### src/rtl/brc_pkg.sv
// shared widths, types and constants of the byte recurrence checksum
package brc_pkg;

  localparam int unsigned BYTE_W = 8;
  localparam int unsigned TERM_W = 16;
  localparam int unsigned POS_W  = 8;

  typedef logic [BYTE_W-1:0] byte_t;
  typedef logic [TERM_W-1:0] term_t;
  typedef logic [POS_W-1:0]  pos_t;

  // recurrence constants
  localparam term_t SEED_OFFSET = term_t'(7);
  localparam term_t TERM_RESET  = term_t'(1);
  localparam pos_t  ALPHA_MULT  = pos_t'(17);
  localparam pos_t  BETA_MULT   = pos_t'(31);
  localparam term_t MODULUS     = 16'hFFFF;

  // running state handed to the term unit
  typedef struct packed {
    term_t older;
    term_t newer;
    pos_t  pos;
  } brc_state_t;

endpackage

### src/rtl/brc_stream_if.sv
// valid/ready stream interfaces for the byte input and the checksum output
interface brc_byte_if;
  logic          valid;
  logic          ready;
  brc_pkg::byte_t data_byte;
  logic          last_byte;

  modport source (output valid, output data_byte, output last_byte, input ready);
  modport sink   (input valid, input data_byte, input last_byte, output ready);
endinterface

interface brc_sum_if;
  logic           valid;
  logic           ready;
  brc_pkg::term_t checksum;

  modport source (output valid, output checksum, input ready);
  modport sink   (input valid, input checksum, output ready);
endinterface

### src/rtl/byte_recurrence_checksum_unit.sv
// top level of the byte recurrence checksum
// Takes one byte per cycle on byte_stream and gives one checksum transaction on
// checksum_stream for each message, on the byte marked last_byte. Every byte
// registers into an input stage and is then folded into the two running terms:
// the first byte of a message seeds the newer term, each later one takes one
// pass through the term unit (four multiplies, a subtract and a mod 65535
// fold), so the sustained rate is one byte per cycle. A checksum is offered
// from the output register once its last byte leaves the input stage. The only
// stall is a last byte that meets a checksum not yet taken; ordinary bytes
// keep flowing while a finished checksum waits in the output register.
module byte_recurrence_checksum_unit (
  input  logic        clk,
  input  logic        rst,
  brc_byte_if.sink    byte_stream,
  brc_sum_if.source   checksum_stream
);
  import brc_pkg::*;

  // input stage
  logic       inq_valid;
  byte_t      inq_byte;
  logic       inq_last;

  // running recurrence state
  brc_state_t st;
  logic       started;

  // output register
  logic       out_valid;
  term_t      out_sum;

  logic       out_free;
  logic       proc;
  term_t      term;
  term_t      newer_next;

  brc_term_unit u_term (
    .data_byte (inq_byte),
    .st        (st),
    .term      (term)
  );

  assign out_free = !out_valid || checksum_stream.ready;
  // a last byte waits only if the output register cannot take its checksum
  assign proc     = inq_valid && (!inq_last || out_free);
  assign byte_stream.ready = !inq_valid || proc;

  // first byte of a message seeds the newer term
  assign newer_next = started ? term : term_t'(inq_byte) + SEED_OFFSET;

  always_ff @(posedge clk) begin
    if (rst) begin
      inq_valid <= 1'b0;
    end else if (byte_stream.ready) begin
      inq_valid <= byte_stream.valid;
    end
    if (byte_stream.ready && byte_stream.valid) begin
      inq_byte <= byte_stream.data_byte;
      inq_last <= byte_stream.last_byte;
    end
  end

  always_ff @(posedge clk) begin
    if (rst) begin
      st.older <= TERM_RESET;
      st.newer <= TERM_RESET;
      st.pos   <= '0;
      started  <= 1'b0;
    end else if (proc) begin
      if (inq_last) begin
        // message done, back to the reset state
        st.older <= TERM_RESET;
        st.newer <= TERM_RESET;
        st.pos   <= '0;
        started  <= 1'b0;
      end else begin
        st.older <= started ? st.newer : TERM_RESET;
        st.newer <= newer_next;
        st.pos   <= st.pos + pos_t'(1);
        started  <= 1'b1;
      end
    end
  end

  always_ff @(posedge clk) begin
    if (rst) begin
      out_valid <= 1'b0;
    end else if (proc && inq_last) begin
      out_valid <= 1'b1;
    end else if (checksum_stream.ready) begin
      out_valid <= 1'b0;
    end
    if (proc && inq_last) begin
      out_sum <= newer_next;
    end
  end

  assign checksum_stream.valid    = out_valid;
  assign checksum_stream.checksum = out_sum;

endmodule

### src/rtl/brc_term_unit.sv
// next recurrence term: ((byte+alpha)*newer - beta*older) mod 65535 with 64-bit wrap
module brc_term_unit (
  input  brc_pkg::byte_t     data_byte,
  input  brc_pkg::brc_state_t st,
  output brc_pkg::term_t     term
);
  import brc_pkg::*;

  localparam int unsigned SUM_W  = BYTE_W + 1;
  localparam int unsigned PROD_W = SUM_W + TERM_W;
  localparam int unsigned FOLD_W = TERM_W + 1;

  logic [2*POS_W-1:0]  alpha_full;
  logic [2*POS_W-1:0]  beta_full;
  logic [SUM_W-1:0]    factor;
  logic [PROD_W-1:0]   plus;
  logic [PROD_W-1:0]   minus;
  logic                no_wrap;
  logic [PROD_W-1:0]   mag;
  logic [FOLD_W-1:0]   fold;
  term_t               red;

  always_comb begin
    alpha_full = (2*POS_W)'(st.pos) * (2*POS_W)'(ALPHA_MULT);
    beta_full  = (2*POS_W)'(st.pos) * (2*POS_W)'(BETA_MULT);
    factor     = SUM_W'(data_byte) + SUM_W'(alpha_full[POS_W-1:0]);
    plus       = PROD_W'(factor) * PROD_W'(st.newer);
    minus      = PROD_W'(beta_full[POS_W-1:0]) * PROD_W'(st.older);
    no_wrap    = plus >= minus;
    mag        = no_wrap ? (plus - minus) : (minus - plus);
    // 2^16 is 1 mod 65535, so high and low halves simply add
    fold       = FOLD_W'(mag[PROD_W-1:TERM_W]) + FOLD_W'(mag[TERM_W-1:0]);
    red        = (fold >= FOLD_W'(MODULUS)) ? term_t'(fold - FOLD_W'(MODULUS))
                                            : term_t'(fold);
    if (no_wrap) begin
      term = red;
    end else if (red == '0) begin
      term = term_t'(1);
    end else if (red == term_t'(1)) begin
      term = '0;
    end else begin
      term = term_t'('0) - red;
    end
  end

endmodule

### src/flat_wrapper.sv
// flat-port wrapper written by rule: the top's interface ports become plain ports
module byte_recurrence_checksum_unit_flat import brc_pkg::*;
  (clk, rst, byte_stream_valid, byte_stream_data_byte, byte_stream_last_byte, byte_stream_ready, checksum_stream_valid, checksum_stream_checksum, checksum_stream_ready);
  brc_byte_if byte_stream_i ();
  brc_sum_if checksum_stream_i ();
  input  logic clk;
  input  logic rst;
  input wire logic [$bits(byte_stream_i.valid)-1:0] byte_stream_valid;
  input wire logic [$bits(byte_stream_i.data_byte)-1:0] byte_stream_data_byte;
  input wire logic [$bits(byte_stream_i.last_byte)-1:0] byte_stream_last_byte;
  output wire logic [$bits(byte_stream_i.ready)-1:0] byte_stream_ready;
  output wire logic [$bits(checksum_stream_i.valid)-1:0] checksum_stream_valid;
  output wire logic [$bits(checksum_stream_i.checksum)-1:0] checksum_stream_checksum;
  input wire logic [$bits(checksum_stream_i.ready)-1:0] checksum_stream_ready;
  assign byte_stream_i.valid = byte_stream_valid;
  assign byte_stream_i.data_byte = byte_stream_data_byte;
  assign byte_stream_i.last_byte = byte_stream_last_byte;
  assign byte_stream_ready = byte_stream_i.ready;
  assign checksum_stream_valid = checksum_stream_i.valid;
  assign checksum_stream_checksum = checksum_stream_i.checksum;
  assign checksum_stream_i.ready = checksum_stream_ready;
  byte_recurrence_checksum_unit u_core (.clk(clk), .rst(rst), .byte_stream(byte_stream_i), .checksum_stream(checksum_stream_i));
endmodule
### config.mk
export PLATFORM = sky130hd
export DESIGN_NAME = byte_recurrence_checksum_unit_flat
export DESIGN_NICKNAME = d
export VERILOG_FILES = /design/src/rtl/brc_pkg.sv /design/src/rtl/brc_stream_if.sv /design/src/rtl/byte_recurrence_checksum_unit.sv /design/src/rtl/brc_term_unit.sv /design/src/flat_wrapper.sv
export SDC_FILE = /design/constraint.sdc
export NUM_CORES = 1
export LEC_CHECK = 0
export ABC_CLOCK_PERIOD_IN_PS = 21100
export BUFFER_PORTS_ARGS = -buffer_cell sky130_fd_sc_hd__buf_4
export CORE_MARGIN = 5
export CORE_UTILIZATION = 38
export CTS_CLUSTER_DIAMETER = 30
export CTS_CLUSTER_SIZE = 16
export DETAILED_ROUTE_END_ITERATION = 8
export PLACE_DENSITY_LB_ADDON = 0.1
export SLEW_MARGIN = 20
export SYNTH_ARGS = -nofsm -noshare
export SYNTH_HDL_FRONTEND = slang
export SYNTH_SLANG_ARGS = --single-unit
### constraint.sdc
create_clock -name clk -period 21.1 [get_ports clk]
set_input_delay 3.165 -clock clk [delete_from_list [all_inputs] [get_ports clk]]
set_output_delay 3.165 -clock clk [all_outputs]
set_load 0.005 [all_outputs]
* Yosys cells after proc, flatten, opt, wreduce, memory -nomap -nowiden
Cells that the tools add are included.
Widths: inputs -> output; s select.
** Word-level totals
- Word-level logic and storage cells :: 46
- Input port bits :: 13
- Output and inout bits :: 18
- Register bits :: 68
** Cells by class
- $mul :: 4
- Equal/unequal tests :: 1
- Reductions and logical operators :: 11
- $add $sub $neg :: 8
- Multiplexer cells :: 11
- Magnitude comparators :: 2
** Operator list (number)
- $mux 16 :: 6
- $mux 40 :: 1
- $ge 25x24->1 :: 1
- $mul 9x16->25 :: 1
- $mux 25 :: 1
- $sub 24x25->25 :: 1
- $sub 25x24->25 :: 1
- $mul 8x16->24 :: 1
- $add 9x16->17 :: 1
- $ge 17x16->1 const B :: 1
- $eq 16x1->1 const B :: 1
- $logic_not 16->1 :: 1
- $mul 8x5->8 const B :: 2
- $sub 1x16->16 const A :: 1
- $sub 16x16->16 const B :: 1
- $add 8x3->9 const B :: 1
- $add 8x8->9 :: 1
- $add 8x1->8 const B :: 1
- $logic_and 1x1->1 :: 3
- $logic_not 1->1 :: 3
- $logic_or 1x1->1 :: 3
- $mux 1 :: 3
- $reduce_bool 2->1 :: 1

* Depth between registers and ports, before layout
Gate-level depths: netlist (run 1).
- Depth in word-level cells :: 14
- Mapped depth :: 73
- Depth with buffers taken out :: 68

* Modules after synthesis
Synthesis (run 1) repeated with hierarchy kept, for this count alone.
** Second synthesis, totals
- Cells, all modules :: 1959
- Area total of the unflattened synthesis :: 16321.9 µm²
** Modules (own cells, without submodules)
- brc_term_unit :: times used 1, sequential area each 0.0 µm², cells an instance 1704, area an instance 13584.3 µm²
- byte_recurrence_checksum_unit :: times used 1, sequential area each 1611.5 µm², cells an instance 255, area an instance 2737.6 µm²

* Worst setup path after synthesis (run 1)
Ideal clock, no wire load.
- Path kind :: register to register
- From :: register, netlist name u_core.st[1]
- To :: register u_core.out_sum[6] (netlist: u_core.checksum_stream.checksum[6]), data pin
- Clock period less this slack :: 15.396 ns
- Library setup time :: 0.271 ns
- Arrival :: 15.125 ns
- Buffers on the path :: 7
- Cell stages (with the launch flop) :: 69
- Data required time :: 20.829 ns
- Path slack :: 5.704 ns
- Path through :: dfxtp_1 -> fa_1 -> inv_1 -> fa_1 -> fa_1 -> o21ai_0 -> o21ai_0 -> o21bai_1 -> a21oi_1 -> xnor2_1 -> clkbuf_1 -> and2_1 -> fa_1 -> inv_1 -> fa_1 -> inv_1 -> fa_1 -> inv_1 -> [33 not listed] -> nand3_2 -> or2_0 -> or3_1 -> or2_2 -> a221o_1 -> nor3b_1 -> a21oi_2 -> buf_2 -> xor2_1 -> inv_1 -> ha_1 -> and3_1 -> nor2_1 -> o22ai_1 -> and4b_1 -> a21o_1 -> buf_2 -> o22ai_1
** Between the ends
- Longest elaborated chain between the ends :: 13
- Elaborated cells between the ends (all ways) :: 20
- Classes of those cells :: add/sub: 6; mul: 4; order compare: 2; eq/ne: 1; mux: 6; reduce/logical: 1
** Ends and longest elaborated chain
- $mul 8x5->8 :: RTL line brc_term_unit.sv:24 : alpha_full = (2*POS_W)'(st.pos) * (2*POS_W)'(ALPHA_MULT);
- $add 8x8->9 :: RTL line brc_term_unit.sv:26 : factor = SUM_W'(data_byte) + SUM_W'(alpha_full[POS_W-1:0]);
- $mul 9x16->25 :: RTL line brc_term_unit.sv:27 : plus = PROD_W'(factor) * PROD_W'(st.newer);
- $sub 24x25->25 (tied with other cells) :: RTL line brc_term_unit.sv:30 : mag = no_wrap ? (plus - minus) : (minus - plus);
- $mux 25 :: RTL line brc_term_unit.sv:30
- $add 9x16->17 :: RTL line brc_term_unit.sv:32 : fold = FOLD_W'(mag[PROD_W-1:TERM_W]) + FOLD_W'(mag[TERM_W-1:0]);
- $sub 16x16->16 / $ge 17x16->1 (equally long branches) :: RTL line brc_term_unit.sv:33 : red = (fold >= FOLD_W'(MODULUS)) ? term_t'(fold - FOLD_W'(MODULUS))
- $mux 16 :: RTL line brc_term_unit.sv:33
- $sub 1x16->16 / $eq 16x1->1 (equally long branches) :: RTL line brc_term_unit.sv:42, brc_term_unit.sv:39
- $mux 16 :: RTL line brc_term_unit.sv:39 : end else if (red == term_t'(1)) begin
- $mux 16 :: RTL line brc_term_unit.sv:37 : end else if (red == '0) begin
- $mux 16 (*) :: RTL line brc_term_unit.sv:35 : if (no_wrap) begin
- $mux 16 (*) :: RTL line byte_recurrence_checksum_unit.sv:49 : assign newer_next = started ? term : term_t'(inq_byte) + SEED_OFFSET;
- via u_core.newer_next[6] :: RTL line byte_recurrence_checksum_unit.sv:35 : term_t newer_next;
- to (signal assigned) :: RTL line byte_recurrence_checksum_unit.sv:94 : out_sum <= newer_next;
- to (decl) :: RTL line byte_recurrence_checksum_unit.sv:30 : term_t out_sum;
The timed path passes the listed nets; every way through them passes the cells marked *.
A chain may end at the register's enable or synchronous reset.

* Worst setup path after layout (run 1)
- From :: register, netlist name u_core.st[1]
- To :: register, netlist name u_core.st[15]
** Between the ends
- Longest elaborated chain between the ends :: 14
- Elaborated cells between the ends (all ways) :: 21
- Classes of those cells :: add/sub: 6; mul: 4; order compare: 2; eq/ne: 1; mux: 7; reduce/logical: 1
** Ends and longest elaborated chain
- $mul 8x5->8 :: RTL line brc_term_unit.sv:24
- $add 8x8->9 :: RTL line brc_term_unit.sv:26
- $mul 9x16->25 :: RTL line brc_term_unit.sv:27
- $sub 24x25->25 (tied with other cells) :: RTL line brc_term_unit.sv:30
- $mux 25 :: RTL line brc_term_unit.sv:30
- $add 9x16->17 :: RTL line brc_term_unit.sv:32
- $sub 16x16->16 / $ge 17x16->1 (equally long branches) :: RTL line brc_term_unit.sv:33
- $mux 16 :: RTL line brc_term_unit.sv:33
- $sub 1x16->16 / $eq 16x1->1 (equally long branches) :: RTL line brc_term_unit.sv:42, brc_term_unit.sv:39
- $mux 16 :: RTL line brc_term_unit.sv:39
- $mux 16 :: RTL line brc_term_unit.sv:37
- $mux 16 (*) :: RTL line brc_term_unit.sv:35
- $mux 16 (*) :: RTL line byte_recurrence_checksum_unit.sv:49
- via u_core.newer_next[7] :: RTL line byte_recurrence_checksum_unit.sv:35
- $mux 40 (*) :: RTL line byte_recurrence_checksum_unit.sv:70 : if (inq_last) begin
Marks and branches as above.

==> flow_metrics.py, run 1 <==
metrics = {
    "sta": {
        "tns_ns": 0,
        "setup-violations-final": 0,
        "rsz0062_at_grt": "false",
        "skew_ns": 0.00980,
        "slew_headroom_pct": 26.1,
        "hold_viol": 0,
        "fin_crit_ns": 16.90,
        "worst-slew-pin-transition_ns": 1.11,
        "period_share_pct": 80.1,
        "worst_slack_ns": 4.20,
        "maxSlewViolCount": 0,
        "max_freq_ghz": 0.0592,
    },
    "synthesis": {
        "synth_seq_area_share_pct": 9.82,
        "synth-seq-cells": 68,
        "synth_top_area_cell": "fa_1",
        "synthArstFlopShare_pct": 0,
        "synth.area.top_cells": "fa_1 (24%), ha_1 (13%), inv_1 (6.8%), and2_1 (5.3%), dfxtp_1 (5.2%)",
        "syn-cell-area_um2": 16400,
        "ys.flop_type": "dfxtp_1",
        "syn_area_per_cell_um2": 8.17,
        "yosysMostFrequentCell": "inv_1",
        "netlist_instances": 2009,
        "synth.top_cell.area_share_pct": 24.0,
        "synth_edf_count": 25,
        "netlist_top_cells_count": "inv_1 (297), fa_1 (197), nand2_1 (191), ha_1 (171), and2_1 (139)",
        "synth_nets": 2390,
        "yosysWarnings": 0,
        "yosysUniqueCellTypes": 89,
    },
    "floorplan": {
        "initial_core_util_pct": 38.3,
        "core_um2": 42900,
        "row_count": 76,
        "dieArea_um2": 47400,
        "die_w_um": 218,
        "io_pins": 31,
        "die_h_um": 218,
    },
    "routing": {
        "detail_route.iter0.violations": 913,
        "drcViolationCount": 0,
        "routed_wl_um": 49500,
        "vias_per_cell": 5.30,
        "final_antenna_net_count": 0,
        "wl_per_cell_um": 19.2,
        "first_pass_iters": 5,
        "via_count": 13600,
    },
    "cts": {
        "cts_hold_buf": 0,
        "numClockSinks": 68,
        "root_buffer": "clkbuf_16",
        "ctsResizeCount": 0,
        "htreeDepth": 3,
        "cts_tree": "done",
        "cts_buffers": 9,
        "clkSlewWorstSetupHoldPaths_ns": 0.06,
        "clock_latency_ns": 0.35,
        "cts_setup_buffers": 0,
        "clock_path_buffers": 2,
    },
    "global_route": {
        "grt_usage_pct": 21.1,
        "grt_pass1_wl_um": 79700,
        "grt_pass1_vias": 13900,
        "antenna_found_initial": 0,
        "met3_usage_pct": 1.64,
        "grt_use_met1_pct": 31.4,
        "grt_overflow_total": 0,
        "gr-usage-met2_pct": 34.3,
        "top_usage_layer": "met2",
        "grt_max_degree": 33,
    },
    "place": {
        "placed_cell_area_um2": 17200,
        "portBuffers": 30,
        "gp_congestion": 0.890,
        "dp_slack_ns": 4.30,
        "hpwl_um": 40500,
    },
    "worst_setup_path": {
        "crit_path_start_kind": "register",
        "r2r-start": "u_core.st[1]",
        "cp.arrival_ns": 17.15,
        "timing.reg2reg.setup_slack_ns": 4.20,
        "critical_path_class": "reg -> reg",
        "reg2reg_depth": 63,
        "crit_fanout": 32,
        "crit_path_end_kind": "register",
        "crit_path_frequent_cell": "fa_1",
        "rr_endpoint": "u_core.st[15]",
        "crit_family": "adder cells",
        "slowest_stage": "fa_1",
        "cp.required_ns": 21.35,
        "crit_buf_inv": 7,
        "worst_path_largest_cell_delay_ns": 0.67,
    },
    "finish": {
        "area_delta_synth_final_pct": 6.57,
        "nFillCells": 4399,
        "final_layout_size_suffix_gt1_share_pct": 4.87,
        "final_area_um2": 17500,
        "num_antenna_cells": 0,
        "final_nets": 2367,
        "final_util_pct": 40.8,
    },
    "worst_hold_path": {
        "hold_end": "u_core.st[7]",
        "holdPathStages": 2,
        "min_path_type": "reg -> reg",
        "worstHoldStart": "u_core.st[7]",
    },
    "run_status": {
        "outcome": "finished, final reports clean",
    },
    "run": {
        "maxCapViolations": 0,
    },
}
## how the worst max path moves through the flow
stage | from | endpoint | slack (ns) | depth (start not counted)
5_1_grt | u_core.st[1] | u_core.st[15] | 2.88 | 63
6_report | u_core.st[1] | u_core.st[15] | 4.20 | 63
2_1_floorplan | u_core.st[1] | u_core.checksum_stream.checksum[6] | 5.70 | 68
3_5_place_dp | u_core.st[1] | u_core.st[15] | 4.30 | 63
3_3_place_gp | u_core.st[1] | u_core.st[15] | 4.60 | 61
4_1_cts | u_core.st[1] | u_core.st[15] | 4.24 | 63
## sequential cells by signal, summed over array words and instances (netlist names)
| register | flops |
|---|---|
| u_core.st | 40 |
| u_core.checksum_stream.checksum | 16 |
| u_core.inq_byte | 8 |
| u_core.checksum_stream.valid | 1 |
| u_core.inq_last | 1 |
| u_core.inq_valid | 1 |
| u_core.started | 1 |
## area by class of cell
cell class              instances  area (um2)  share of cell area (%)
well taps                     585         732                    4.19
multi-input cells            1564       13400                    76.4
inverters                     297        1110                    6.38
flip-flops and latches         68        1610                    9.22
clock inverters                 1        30.0                   0.172
repair buffers                 46         345                    1.97
clock buffers                  15         289                    1.65
## through the flow
| stage | instances | hold WS (ns) |
|---|---|---|
| after floorplan | 2009 | 0.447 |
| after global placement | 2560 | 0.521 |
| after detailed placement | 2560 | 0.527 |
| after CTS | 2576 | 0.539 |
| after global routing | 2576 | 0.569 |
| final | 2576 | 0.534 |
## routing by layer
metal  vias to the layer above  part of all wire (%)
met1                      6817                    50
met3                        43                   2.9
li1                       6550                     -
met2                       231                    46
met5                         -                     0
met4                         0                   1.7
## placed cells by master, fill, tap and decap left out, types with 44 or more instances in the layout
cell type    n
a21o_1      44
a21oi_1    119
and2_1     139
buf_4       46
fa_1       197
ha_1       171
inv_1      297
nand2_1    191
nor2_1     116
o21ai_0     73
xnor2_1     88
xor2_1      47
## cells by family after synthesis
group	synth area share, %
fa+ha+maj	37.1
mux	0.816
simple gates	19.5
buf+inv	8.74
xor+xnor	7.50
compound gates	16.5
flops	9.82
## tightest hold or removal path, stage by stage, from the launching register on
cell,delay [ns]
dfxtp_1,0.34
o21ai_0,0.08
a21oi_1,0.06
Power of run 1 is left out: the tool's default activity adds up to more than one toggle a clock period on the data nets, which glitch-free logic cannot reach.
==> inputs of run 2 (changes only) <==
- ABC_CLOCK_PERIOD_IN_PS: 21100 -> 17700
- clock period: 21.1 -> 17.7 ns (I/O delays scaled with it)
==> flow_metrics.py, run 2 (synthesized netlist as in run 1, its figures left out) <==
metrics = {
    "place": {
        "portBuffers": 30,
        "hpwl_um": 40700,
        "placed_cell_area_um2": 17200,
        "gp_congestion": 0.912,
    },
    "worst_setup_path": {
        "crit_path_start_kind": "register",
        "critical_path_class": "reg -> reg",
        "crit_path_frequent_cell": "fa_1",
        "crit_path_end_kind": "register",
        "cp.required_ns": 17.95,
        "crit_fanout": 18,
        "reg2reg_depth": 64,
        "slowest_stage": "fa_1",
        "worst_path_largest_cell_delay_ns": 0.60,
        "cp.arrival_ns": 16.75,
    },
    "finish": {
        "layout_common_cells": "inv_1 (297), fa_1 (197), nand2_1 (191), ha_1 (171), and2_1 (139)",
        "largest_reg_flops": 40,
        "num_antenna_cells": 0,
        "area_delta_synth_final_pct": 6.62,
        "nFillCells": 4415,
        "multi_input_area_um2": 13400,
        "seq_area_um2": 1610,
        "final_common_cell": "inv_1",
        "final_layout_size_suffix_gt1_share_pct": 5.18,
        "regMostFlops": "u_core.st",
        "final_nets": 2366,
        "final_area_um2": 17500,
    },
    "cts": {
        "clkSlewWorstSetupHoldPaths_ns": 0.06,
        "cts_hold_buf": 0,
        "htreeDepth": 3,
        "cts_tree": "done",
        "cts_buffers": 9,
        "numClockSinks": 68,
        "root_buffer": "clkbuf_16",
        "clock_path_buffers": 2,
        "clock_latency_ns": 0.36,
    },
    "sta": {
        "hold_viol": 0,
        "skew_ns": 0.00994,
        "rsz0062_at_grt": "false",
        "setup-violations-final": 0,
        "worst-slew-pin-transition_ns": 1.04,
        "maxSlewViolCount": 0,
        "max_freq_ghz": 0.0606,
        "period_share_pct": 93.2,
        "slew_headroom_pct": 30.4,
        "hold-worst-slack_ns": 0.544,
        "fin_crit_ns": 16.50,
        "tns_ns": 0,
    },
    "routing": {
        "vias_per_cell": 5.33,
        "routed_wl_um": 49600,
        "final_antenna_net_count": 0,
        "detail_route.iter0.violations": 845,
        "first_pass_iters": 4,
        "drcViolationCount": 0,
        "wl_per_cell_um": 19.3,
        "via_count": 13700,
    },
    "worst_hold_path": {
        "min_path_type": "reg -> reg",
        "holdPathStages": 2,
    },
    "floorplan": {
        "io_pins": 31,
        "core_um2": 42900,
        "row_count": 76,
        "die_w_um": 218,
        "die_h_um": 218,
        "dieArea_um2": 47400,
        "initial_core_util_pct": 38.3,
    },
    "global_route": {
        "grt_max_degree": 27,
        "grt_pass1_wl_um": 79600,
        "grt_overflow_total": 0,
        "grt_pass1_vias": 14000,
        "grt_usage_pct": 21.1,
        "antenna_found_initial": 0,
    },
    "run_status": {
        "outcome": "finished, final reports clean",
    },
    "run": {
        "maxCapViolations": 0,
    },
}
==> run 2: changes by cell type in the layout (fill, tap and decap cells not counted) <==
cell	previous run	this run
buf_4	46	45
inv_6	0	1
clkbuf_1	3	0
clkbuf_8	2	3
nor2_2	0	1
clkinv_4	0	1
bufinv_16	1	0
xnor2_1	88	86
xnor2_2	2	4
a21o_1	44	43
clkinvlp_4	0	1
a21o_2	0	1
nor2_1	116	115
==> run 2: metrics by stage <==
stage | worst slack, ns | cells | util, %
after detailed placement | 1.21 | 2559 | 40.0
final | 1.20 | 2575 | 40.8
after global routing | 0.0162 | 2575 | 40.8
after floorplan | 2.30 | 2009 | -
after CTS | 1.15 | 2575 | 40.8
after global placement | 1.50 | 2559 | 40.0
==> run 2: worst paths after layout <==
check	slack, ns	startpoint	to
worst min register to register	0.54	u_core.st[7]	u_core.st[7]
worst max-delay path	1.20	u_core.st[1]	u_core.st[15]
worst min-delay path	0.54	u_core.st[7]	u_core.st[7]
worst max register to register	1.20	u_core.st[1]	u_core.st[15]
==> run 2: metal layers <==
| layer | wire length, um | track usage (%) | vias to the layer above |
|---|---|---|---|
| met2 | 22500 | 34.2 | 258 |
| met3 | 1570 | 2.19 | 52 |
| met1 | 24400 | 30.6 | 6848 |
| li1 | - | - | 6554 |
| met4 | 1180 | 4.94 | 0 |
| met5 | 0 | 0 | - |
==> run 2: timing repair <==
item,in CTS,in global routing
buffers inserted,0,0
setup endpoints to repair,0,3
gates resized for setup,0,1
==> run 2: area by class of cell <==
type | count | area share [%]
well taps | 585 | 4.18
flip-flops and latches | 68 | 9.21
multi-input cells | 1564 | 76.5
clock inverters | 3 | 0.143
inverters | 297 | 6.37
clock buffers | 13 | 1.67
repair buffers | 45 | 1.93
==> run 2: critical path: cells and delay by family, from the launching register on <==
| kind | cells | cell delay, ns |
|---|---|---|
| xor gates and xnor gates | 4 | 0.59 |
| DFF | 1 | 0.56 |
| adders and majority gates | 12 | 5.22 |
| and+or+nand+nor | 13 | 3.22 |
| muxes | 1 | 0.31 |
| buffers and inverters | 7 | 0.75 |
| AOI/OAI and AO/OA | 27 | 5.71 |
Power of run 2 is left out for the same reason.
